<file path="src/hdl/irkt_pkg.sv">
// Shared types, constants and controller/datapath interface structs for the IR key tracker.
package irkt_pkg;

   localparam int TABLE_ENTRIES = 8;
   localparam int SLOT_W = (TABLE_ENTRIES > 1) ? $clog2(TABLE_ENTRIES) : 1;
   localparam int CSR_IDX_W = 2;

   localparam logic [31:0] REPEAT_CODE = 32'hffff_ffff;
   localparam logic [15:0] REPEAT_WINDOW_RESET = 16'd300;
   localparam logic [15:0] RELEASE_TIMEOUT_RESET = 16'd500;

   typedef enum logic [1:0] {
      EV_RECEIVED = 2'd0,
      EV_PRESSED  = 2'd1,
      EV_RELEASED = 2'd2,
      EV_DROPPED  = 2'd3
   } event_kind_type;

   typedef enum logic {
      OP_CODE = 1'b0,
      OP_TICK = 1'b1
   } op_type;

   typedef enum logic [CSR_IDX_W-1:0] {
      CSR_REPEAT_WINDOW   = 2'd0,
      CSR_RELEASE_TIMEOUT = 2'd1
   } csr_index_type;

   typedef struct packed {
      op_type      op;
      logic [31:0] ir_code;
   } req_item_type;

   typedef struct packed {
      event_kind_type event_kind;
      logic [31:0]    event_code;
      logic           last_of_run;
   } rsp_item_type;

   typedef enum logic [5:0] {
      ST_IDLE    = 6'b000001,
      ST_CHECK   = 6'b000010,
      ST_SCAN    = 6'b000100,
      ST_RECV    = 6'b001000,
      ST_SECOND  = 6'b010000,
      ST_RELEASE = 6'b100000
   } state_type;

   // controller -> datapath
   typedef struct packed {
      logic              load;
      logic              check;
      logic              scan;
      logic              emit_recv;
      logic              emit_second;
      logic              release_step;
      logic [SLOT_W-1:0] idx;
   } cmd_type;

   // datapath -> controller
   typedef struct packed {
      logic is_tick;
      logic drop;
      logic hit_found;
      logic rel_done;
   } stat_type;

endpackage

</file>
<file path="src/hdl/irkt_ctrl.sv">
// Sequencer for the IR key tracker: walks the slot table and issues datapath commands.
module irkt_ctrl import irkt_pkg::*; (
   input  logic     clock,
   input  logic     reset,
   input  logic     start,
   output logic     busy,
   input  stat_type stat,
   output cmd_type  cmd
);

   state_type         state_ff, state_in;
   logic [SLOT_W-1:0] idx_ff, idx_in;
   logic              idx_last;

   assign idx_last = (idx_ff == SLOT_W'(TABLE_ENTRIES - 1));
   assign busy     = (state_ff != ST_IDLE);

   always_comb begin
      state_in = state_ff;
      idx_in   = idx_ff;
      cmd      = '0;
      cmd.idx  = idx_ff;
      unique case (state_ff)
         ST_IDLE: begin
            if (start) begin
               cmd.load = 1'b1;
               idx_in   = '0;
               state_in = ST_CHECK;
            end
         end
         ST_CHECK: begin
            cmd.check = 1'b1;
            idx_in    = '0;
            if (!stat.is_tick && stat.drop) begin
               state_in = ST_IDLE;
            end else begin
               state_in = ST_SCAN;
            end
         end
         ST_SCAN: begin
            cmd.scan = 1'b1;
            if (idx_last) begin
               idx_in   = '0;
               state_in = stat.is_tick ? ST_RELEASE : ST_RECV;
            end else begin
               idx_in = idx_ff + 1'b1;
            end
         end
         ST_RECV: begin
            cmd.emit_recv = 1'b1;
            state_in      = stat.hit_found ? ST_IDLE : ST_SECOND;
         end
         ST_SECOND: begin
            cmd.emit_second = 1'b1;
            state_in        = ST_IDLE;
         end
         ST_RELEASE: begin
            cmd.release_step = 1'b1;
            if (idx_last || stat.rel_done) begin
               state_in = ST_IDLE;
            end else begin
               idx_in = idx_ff + 1'b1;
            end
         end
         default: begin
            state_in = ST_IDLE;
         end
      endcase
   end

   always_ff @(posedge clock) begin
      if (reset) begin
         state_ff <= ST_IDLE;
         idx_ff   <= '0;
      end else begin
         state_ff <= state_in;
         idx_ff   <= idx_in;
      end
   end

endmodule

</file>
<file path="src/hdl/irkt_dp.sv">
// Datapath for the IR key tracker: config, time base, last code, slot table, result register.
module irkt_dp import irkt_pkg::*; (
   input  logic                 clock,
   input  logic                 reset,
   input  cmd_type              cmd,
   output stat_type             stat,
   input  req_item_type         req_item,
   input  logic                 csr_valid,
   output logic                 csr_ready,
   input  logic [CSR_IDX_W-1:0] csr_index,
   input  logic [15:0]          csr_wdata,
   output logic                 rsp_valid,
   output rsp_item_type         rsp_item
);

   logic [15:0]              window_ff, window_in;
   logic [15:0]              timeout_ff, timeout_in;
   logic [31:0]              time_ff, time_in;
   logic [31:0]              last_code_ff, last_code_in;
   logic [31:0]              last_stamp_ff, last_stamp_in;
   logic                     last_known_ff, last_known_in;
   op_type                   op_ff, op_in;
   logic [31:0]              code_ff, code_in;
   logic [31:0]              slot_code_ff [TABLE_ENTRIES];
   logic [31:0]              slot_code_in [TABLE_ENTRIES];
   logic [31:0]              slot_stamp_ff [TABLE_ENTRIES];
   logic [31:0]              slot_stamp_in [TABLE_ENTRIES];
   logic [TABLE_ENTRIES-1:0] slot_active_ff, slot_active_in;
   logic [TABLE_ENTRIES-1:0] mask_ff, mask_in;
   logic                     hit_found_ff, hit_found_in;
   logic [SLOT_W-1:0]        hit_idx_ff, hit_idx_in;
   logic                     free_found_ff, free_found_in;
   logic [SLOT_W-1:0]        free_idx_ff, free_idx_in;
   logic                     rsp_valid_ff, rsp_valid_in;
   rsp_item_type             rsp_item_ff, rsp_item_in;

   logic [31:0] gap;
   logic        rep_ok;
   logic        is_rep;
   logic [31:0] eff_code;
   logic [31:0] sel_code;
   logic [31:0] sel_stamp;
   logic        sel_active;
   logic [31:0] age;
   logic        expired;
   logic        later_marked;

   assign csr_ready = 1'b1;
   assign rsp_valid = rsp_valid_ff;
   assign rsp_item  = rsp_item_ff;

   // repeat code resolution
   assign gap      = time_ff - last_stamp_ff;
   assign rep_ok   = last_known_ff && (gap <= {16'd0, window_ff});
   assign is_rep   = (code_ff == REPEAT_CODE);
   assign eff_code = (is_rep && rep_ok) ? last_code_ff : code_ff;

   // slot under the sequencer index
   assign sel_code   = slot_code_ff[cmd.idx];
   assign sel_stamp  = slot_stamp_ff[cmd.idx];
   assign sel_active = slot_active_ff[cmd.idx];
   assign age        = time_ff - sel_stamp;
   assign expired    = sel_active && (age >= {16'd0, timeout_ff});

   always_comb begin
      later_marked = 1'b0;
      for (int j = 0; j < TABLE_ENTRIES; j++) begin
         if ((SLOT_W'(j) > cmd.idx) && mask_ff[j]) begin
            later_marked = 1'b1;
         end
      end
   end

   assign stat.is_tick   = (op_ff == OP_TICK);
   assign stat.drop      = is_rep && !rep_ok;
   assign stat.hit_found = hit_found_ff;
   assign stat.rel_done  = !later_marked;

   always_comb begin
      window_in      = window_ff;
      timeout_in     = timeout_ff;
      time_in        = time_ff;
      last_code_in   = last_code_ff;
      last_stamp_in  = last_stamp_ff;
      last_known_in  = last_known_ff;
      op_in          = op_ff;
      code_in        = code_ff;
      slot_code_in   = slot_code_ff;
      slot_stamp_in  = slot_stamp_ff;
      slot_active_in = slot_active_ff;
      mask_in        = mask_ff;
      hit_found_in   = hit_found_ff;
      hit_idx_in     = hit_idx_ff;
      free_found_in  = free_found_ff;
      free_idx_in    = free_idx_ff;
      rsp_valid_in   = 1'b0;
      rsp_item_in    = rsp_item_ff;

      if (csr_valid) begin
         unique case (csr_index)
            CSR_REPEAT_WINDOW:   window_in  = csr_wdata;
            CSR_RELEASE_TIMEOUT: timeout_in = csr_wdata;
            default: ;
         endcase
      end

      if (cmd.load) begin
         op_in   = req_item.op;
         code_in = req_item.ir_code;
         if (req_item.op == OP_TICK) begin
            time_in = time_ff + 32'd1;
         end
      end

      if (cmd.check) begin
         code_in       = eff_code;
         hit_found_in  = 1'b0;
         free_found_in = 1'b0;
         mask_in       = '0;
         if ((op_ff == OP_CODE) && !(is_rep && !rep_ok)) begin
            last_code_in  = eff_code;
            last_stamp_in = time_ff;
            last_known_in = 1'b1;
         end
      end

      if (cmd.scan) begin
         if (op_ff == OP_TICK) begin
            mask_in[cmd.idx] = expired;
         end else if (sel_active && (sel_code == code_ff)) begin
            if (!hit_found_ff) begin
               hit_found_in = 1'b1;
               hit_idx_in   = cmd.idx;
            end
         end else if (!sel_active && !free_found_ff) begin
            free_found_in = 1'b1;
            free_idx_in   = cmd.idx;
         end
      end

      if (cmd.emit_recv) begin
         rsp_valid_in = 1'b1;
         rsp_item_in  = '{event_kind: EV_RECEIVED, event_code: code_ff,
                          last_of_run: hit_found_ff};
         if (hit_found_ff) begin
            slot_stamp_in[hit_idx_ff] = time_ff;
         end
      end

      if (cmd.emit_second) begin
         rsp_valid_in = 1'b1;
         if (free_found_ff) begin
            slot_active_in[free_idx_ff] = 1'b1;
            slot_code_in[free_idx_ff]   = code_ff;
            slot_stamp_in[free_idx_ff]  = time_ff;
            rsp_item_in = '{event_kind: EV_PRESSED, event_code: code_ff, last_of_run: 1'b1};
         end else begin
            rsp_item_in = '{event_kind: EV_DROPPED, event_code: code_ff, last_of_run: 1'b1};
         end
      end

      if (cmd.release_step && mask_ff[cmd.idx]) begin
         rsp_valid_in             = 1'b1;
         slot_active_in[cmd.idx]  = 1'b0;
         rsp_item_in = '{event_kind: EV_RELEASED, event_code: sel_code,
                         last_of_run: !later_marked};
      end
   end

   always_ff @(posedge clock) begin
      if (reset) begin
         window_ff      <= REPEAT_WINDOW_RESET;
         timeout_ff     <= RELEASE_TIMEOUT_RESET;
         time_ff        <= '0;
         last_code_ff   <= '0;
         last_stamp_ff  <= '0;
         last_known_ff  <= 1'b0;
         slot_active_ff <= '0;
         rsp_valid_ff   <= 1'b0;
      end else begin
         window_ff      <= window_in;
         timeout_ff     <= timeout_in;
         time_ff        <= time_in;
         last_code_ff   <= last_code_in;
         last_stamp_ff  <= last_stamp_in;
         last_known_ff  <= last_known_in;
         slot_active_ff <= slot_active_in;
         rsp_valid_ff   <= rsp_valid_in;
      end
   end

   // payload, no reset needed
   always_ff @(posedge clock) begin
      op_ff         <= op_in;
      code_ff       <= code_in;
      slot_code_ff  <= slot_code_in;
      slot_stamp_ff <= slot_stamp_in;
      mask_ff       <= mask_in;
      hit_found_ff  <= hit_found_in;
      hit_idx_ff    <= hit_idx_in;
      free_found_ff <= free_found_in;
      free_idx_ff   <= free_idx_in;
      rsp_item_ff   <= rsp_item_in;
   end

endmodule

</file>
<file path="src/hdl/ir_key_press_release_tracker_unit.sv">
// Top level of the IR remote key press/release tracker.
//
// Input channel: a transaction is taken when start is high and busy is low.
// req_item.op selects a new IR code (OP_CODE) or a one millisecond tick
// (OP_TICK); req_item.ir_code is ignored on a tick.
// Result channel: each event appears on rsp_item for exactly one cycle with
// rsp_valid high; last_of_run marks the final event of a transaction. The
// receiver cannot stall, and the block needs no back pressure.
// Config channel: csr_index 0 = repeat window (ms), 1 = release timeout (ms);
// other indexes are ignored. csr_ready is always high; write only while idle.
// Sequence: the controller sweeps the slot table one slot per cycle.
//   Code: accept, repeat check, a scan of every slot, then a received event
//   and, when no active slot holds the code, a pressed or dropped event.
//   Tick: accept, check, an expiry scan of every slot, then a release walk
//   from slot 0 up to the last expired one (slot 0 alone if none expired).
//   A dropped repeat code returns to idle from the check with no event.
// Each event leaves a result register, so it shows in the cycle after the
// controller issues it. Reset clears time, the last code and the key table
// and loads the default window (300 ms) and timeout (500 ms).
module ir_key_press_release_tracker_unit import irkt_pkg::*; (
   input  logic                 clock,
   input  logic                 reset,
   input  logic                 start,
   output logic                 busy,
   input  req_item_type         req_item,
   output logic                 rsp_valid,
   output rsp_item_type         rsp_item,
   input  logic                 csr_valid,
   output logic                 csr_ready,
   input  logic [CSR_IDX_W-1:0] csr_index,
   input  logic [15:0]          csr_wdata
);

   cmd_type  cmd;
   stat_type stat;

   // sequencer
   irkt_ctrl u_ctrl (
      .clock (clock),
      .reset (reset),
      .start (start),
      .busy  (busy),
      .stat  (stat),
      .cmd   (cmd)
   );

   // registers, table and compare logic
   irkt_dp u_dp (
      .clock     (clock),
      .reset     (reset),
      .cmd       (cmd),
      .stat      (stat),
      .req_item  (req_item),
      .csr_valid (csr_valid),
      .csr_ready (csr_ready),
      .csr_index (csr_index),
      .csr_wdata (csr_wdata),
      .rsp_valid (rsp_valid),
      .rsp_item  (rsp_item)
   );

`ifndef ASSERT_OFF
   // the cycle after a transaction is taken carries no event
   a_no_rsp_after_accept: assert property (@(posedge clock) disable iff (reset)
      (start && !busy) |=> !rsp_valid)
      else $error("event right after accepting a transaction");

   // the final event of a run is never followed directly by another one
   a_gap_after_last: assert property (@(posedge clock) disable iff (reset)
      (rsp_valid && rsp_item.last_of_run) |=> !rsp_valid)
      else $error("event directly after last_of_run");

   // pressed always follows the matching received event
   a_pressed_after_recv: assert property (@(posedge clock) disable iff (reset)
      (rsp_valid && rsp_item.event_kind == EV_PRESSED) |->
      ($past(rsp_valid && rsp_item.event_kind == EV_RECEIVED && !rsp_item.last_of_run) &&
       ($past(rsp_item.event_code) == rsp_item.event_code)))
      else $error("pressed event without preceding received event");
`endif

endmodule

</file>
<file path="config.mk">
export PLATFORM = sky130hd
export DESIGN_NAME = ir_key_press_release_tracker_unit
export DESIGN_NICKNAME = d
export VERILOG_FILES = /design/src/hdl/irkt_pkg.sv /design/src/hdl/irkt_ctrl.sv /design/src/hdl/irkt_dp.sv /design/src/hdl/ir_key_press_release_tracker_unit.sv
export SDC_FILE = /design/constraint.sdc
export NUM_CORES = 1
export LEC_CHECK = 0
export ABC_AREA = 1
export ABC_CLOCK_PERIOD_IN_PS = 6900
export BUFFER_PORTS_ARGS = -buffer_cell sky130_fd_sc_hd__buf_2
export CAP_MARGIN = 15
export CORE_ASPECT_RATIO = 2
export CORE_UTILIZATION = 40
export CTS_CLUSTER_DIAMETER = 120
export DETAILED_ROUTE_END_ITERATION = 12
export PLACE_DENSITY = 0.52
export SKIP_LAST_GASP = 1
export SYNTH_ARGS = -nofsm -noshare
export SYNTH_HDL_FRONTEND = slang
export SYNTH_SLANG_ARGS = --single-unit
</file>
<file path="constraint.sdc">
create_clock -name clock -period 6.9 [get_ports clock]
set_input_delay 0 -clock clock [delete_from_list [all_inputs] [get_ports clock]]
set_output_delay 0 -clock clock [all_outputs]
set_load 0.01 [all_outputs]
</file>
==> run summary <==
PWR
-------------------------------------------------------------------------------------
Post-route total power                                                       0.0114 W
Leakage component of the power                                                17.3 nW
Worst ir drop on vdd                                                       0.000180 V
Power density over the cells                                              283 mW/mm^2

CLOCKING
-------------------------------------------------------------------------------------
Number of hold-repair buffers added at the cts stage                               60
Root buffer cell                                                            clkbuf_16
Total CTS buffers                                                                  70
TritonCTS clock tree                                                            built
Clock latency at the later pin of the worst-skew pair                          660 ps
Number of post-CTS setup repair buffers                                             0
Post_cts resized                                                                    0
Clock H-tree levels                                                                 3
Maximum number of buffers from clock root to sink                                   3
Clk sink count                                                                    743
Clock-pin slew of the registers on the worst-case setup and hold paths          70 ps

STA
-------------------------------------------------------------------------------------
Ratio of final minimum period to clock period                                   0.843
Slew headroom                                                                   0.201
RSZ-0062 raised after global routing                                            false
Maximum clock frequency                                                     0.172 GHz
Worst-Margin Slew                                                             1200 ps
Final-layout setup total negative slack                                          0 ps
Number of hold violations in the final report                                       0
Max-slew violation count                                                            0
Total of endpoints with negative setup slack in the final report                    0
Worst-case hold slack                                                          130 ps
Setup Skew                                                                    42.2 ps
Final critical delay including setup and external delays                      5820 ps

FLOW RUN
-------------------------------------------------------------------------------------
Number of max-cap violations                                                        0

WORST SETUP PATH
-------------------------------------------------------------------------------------
Data required time of the critical path                                       7450 ps
Path depth of the worst reg2reg path                                               24
Reg-to-reg critical path startpoint                                      u_ctrl.idx_ff[0]$_SDFFE_PP0P_
Type of the worst setup path                                                  reg2reg
Nature of the critical path startpoint                                       register
Slack of the worst reg-to-reg path                                            1080 ps
Critical Path End Type                                                       register
Launching element of the worst setup path                                u_ctrl.idx_ff[0]$_SDFFE_PP0P_
Crit Reg-Reg Endpoint                                                    u_dp.mask_ff[0]$_DFF_P_
Crit path to                                                             u_dp.mask_ff[0]$_DFF_P_
Signal arrival time at the worst endpoint                                     6370 ps
Largest fanout on the critical path                                                34

DETAILED ROUTING
-------------------------------------------------------------------------------------
Number of remaining DRC errors                                                      0
Routed wirelength normalized by instance count                           23.1 microns
Final antenna-violating net count                                                   0
Vias per inst                                                                    5.25
Sum of routed wire length over all layers                                131000 microns
Drt pass-1 iters                                                                    5
Total via count after detailed routing                                          29744
Iteration-0 DRC Markers                                                          1945

FINISH
-------------------------------------------------------------------------------------
Fraction of final layout cells sized beyond drive strength 1                   0.0823
Area added between synthesis and finish                                         14.5%
Final Instance Area                                                      0.0403 sq mm
Commonest non-fill, non-tap cell in the layout                                nand2_1
Final layout net count                                                           4608
Fill cell total of the finished layout                                           8659
Leading cell types in the layout, fill and taps excluded                 nand2_1, inv_1, nor2_1
Antenna diode count                                                                 0

PLACED DESIGN
-------------------------------------------------------------------------------------
DP Area                                                                  0.0372 sq mm
Final estimated routing congestion in global placement                          0.991
Number of buffer cells added on primary ports                                      91
DPL Wire Length                                                          96100 microns

GLOBAL ROUTE
-------------------------------------------------------------------------------------
Largest net degree at the start of global routing                                  74
Met2 Resource Use GR                                                            0.548
GRT Total Usage                                                                 0.293
Remaining global-route overflow                                                     0
GR peak layer                                                                    met2
Antenna violations before repair                                                    1
Global-route wire length before repair                                   188000 microns
Global-route met1 utilization                                                   0.272
Fraction of met3 tracks used by global routing                                 0.0291
Vias in the first global route                                                  29081

FLOORPLAN
-------------------------------------------------------------------------------------
Initial Utilization                                                             0.405
Die X-Extent                                                              212 microns
Number of rows created at floorplan                                               153
Die footprint                                                            0.0894 sq mm
Die height                                                                422 microns
Count of boundary I/O pins                                                         93
Std-Cell Core Area                                                       0.0871 sq mm

STATUS
-------------------------------------------------------------------------------------
Status                                                                      completed

LOGIC SYNTHESIS
-------------------------------------------------------------------------------------
Sequential area share after synthesis                                           0.515
Distinct cells, synth                                                              59
Number of nets in the synthesized netlist                                        4469
Synth Area per Inst                                                        8.17 sq um
Count of flip-flops with a built-in enable after synthesis                        328
Cell count after synthesis                                                       4312
Register bit total from synthesis                                                 743
Synthesis Warnings                                                                  0
Combined area of all synthesized cells                                   0.0352 sq mm
Share of flip-flops with an asynchronous set or reset                               0
Top_reg_cell synth                                                            dfxtp_1

MIN PATH
-------------------------------------------------------------------------------------
HP Class                                                                       in2reg

-- worst min path at each step --
stage	start	to	slack, ps	cells past startpoint
2_1_floorplan	req_item[32]	u_dp.op_ff$_DFFE_PP_	100	0
3_3_place_gp	req_item[32]	u_dp.op_ff$_DFFE_PP_	260	1
3_5_place_dp	req_item[32]	u_dp.op_ff$_DFFE_PP_	260	1
4_1_cts	req_item[32]	u_dp.op_ff$_DFFE_PP_	90	2
5_1_grt	req_item[32]	u_dp.op_ff$_DFFE_PP_	140	2
6_report	req_item[32]	u_dp.op_ff$_DFFE_PP_	130	2
-- final cells by class --
cell class	count	area, sq um	share of cell area
clock buffer	87	1920	0.0475
clock inverter	41	619	0.0154
inverter	587	2210	0.0547
tap	1162	1450	0.0360
multi-input combinational	2800	14200	0.351
sequential	743	18200	0.450
timing repair buffer	249	1810	0.0448
-- per-layer routing --
layer  up-vias  wire [microns]  part of all wire
li1      14544               -                 -
met1     13972           43900              0.33
met2       856           68900              0.53
met3       372            4440             0.034
met4         0           13900              0.11
met5         -               0                 0
-- cell usage after synthesis (78+ instances only) --
master / number / area [sq um]
nand3_1: 136 / 681
ha_1: 100 / 1250
edfxtp_1: 328 / 9850
a21oi_1: 359 / 1800
nor2_1: 514 / 1930
nand4_1: 101 / 632
o21ai_0: 223 / 1120
buf_2: 78 / 390
dfxtp_1: 415 / 8310
nand2_1: 982 / 3690
clkbuf_1: 79 / 297
inv_1: 549 / 2060
-- power breakdown --
group / switching (W) / internal, W / total [W]
sequential: 0.0000852 / 0.00479 / 0.00487
clock: 0.00183 / 0.00249 / 0.00432
combinational: 0.00153 / 0.000686 / 0.00221
total: 0.00344 / 0.00796 / 0.0114
-- critical path, cell delays in order (launching register included) --
cell       delay (ps)
dfxtp_1           510
inv_1             410
nand3_1           310
inv_2             680
nand2_1           100
o2111a_1          170
o2111ai_1          80
inv_1             160
ha_1              380
a21oi_1           170
o21ai_0           100
nor2_1            270
o21ai_0           240
xor2_1            330
ha_1              310
a21oi_1           150
nor2_1             50
a211oi_1          170
nand3_1           100
nor2_1            110
nand3_1            90
nor2_1            110
nand3_1           400
nand3_1           190
nand2_1            70
-- cell families (layout without fill, tap and decap cells) --
group | after synthesis | in the layout | share of synthesized area
AOI/OAI and AO/OA | 811 | 811 | 0.134
xor gates and xnor gates | 51 | 51 | 0.0127
adders and majority gates | 102 | 102 | 0.0366
buffers and inverters | 769 | 964 | 0.0865
DFF | 743 | 743 | 0.515
other | 1 | 1 | 0.000106
and+or+nand+nor | 1835 | 1835 | 0.215
-- registers in the layout (all words and copies together), names as in the netlist, 6 cells and up --
signal / count
u_ctrl.state_ff: 6
u_dp.mask_ff: 8
u_dp.window_ff: 16
u_dp.code_ff: 32
u_dp.rsp_item: 35
u_dp.last_stamp_ff: 32
u_dp.timeout_ff: 16
u_dp.slot_code_ff: 256
u_dp.slot_stamp_ff: 256
u_dp.last_code_ff: 32
u_dp.time_ff: 32
u_dp.slot_active_ff: 8
-- stage by stage --
stage | instances | setup WS (ps) | utilization
after global placement | 5479 | 1180 | 0.427
after detailed placement | 5480 | 1170 | 0.427
after CTS | 5668 | 1100 | 0.463
after global routing | 5669 | 477 | 0.463
final | 5669 | 1080 | 0.463
after floorplan | 4312 | 1810 | -
No activity file was read; power rests on OpenSTA's default activity.
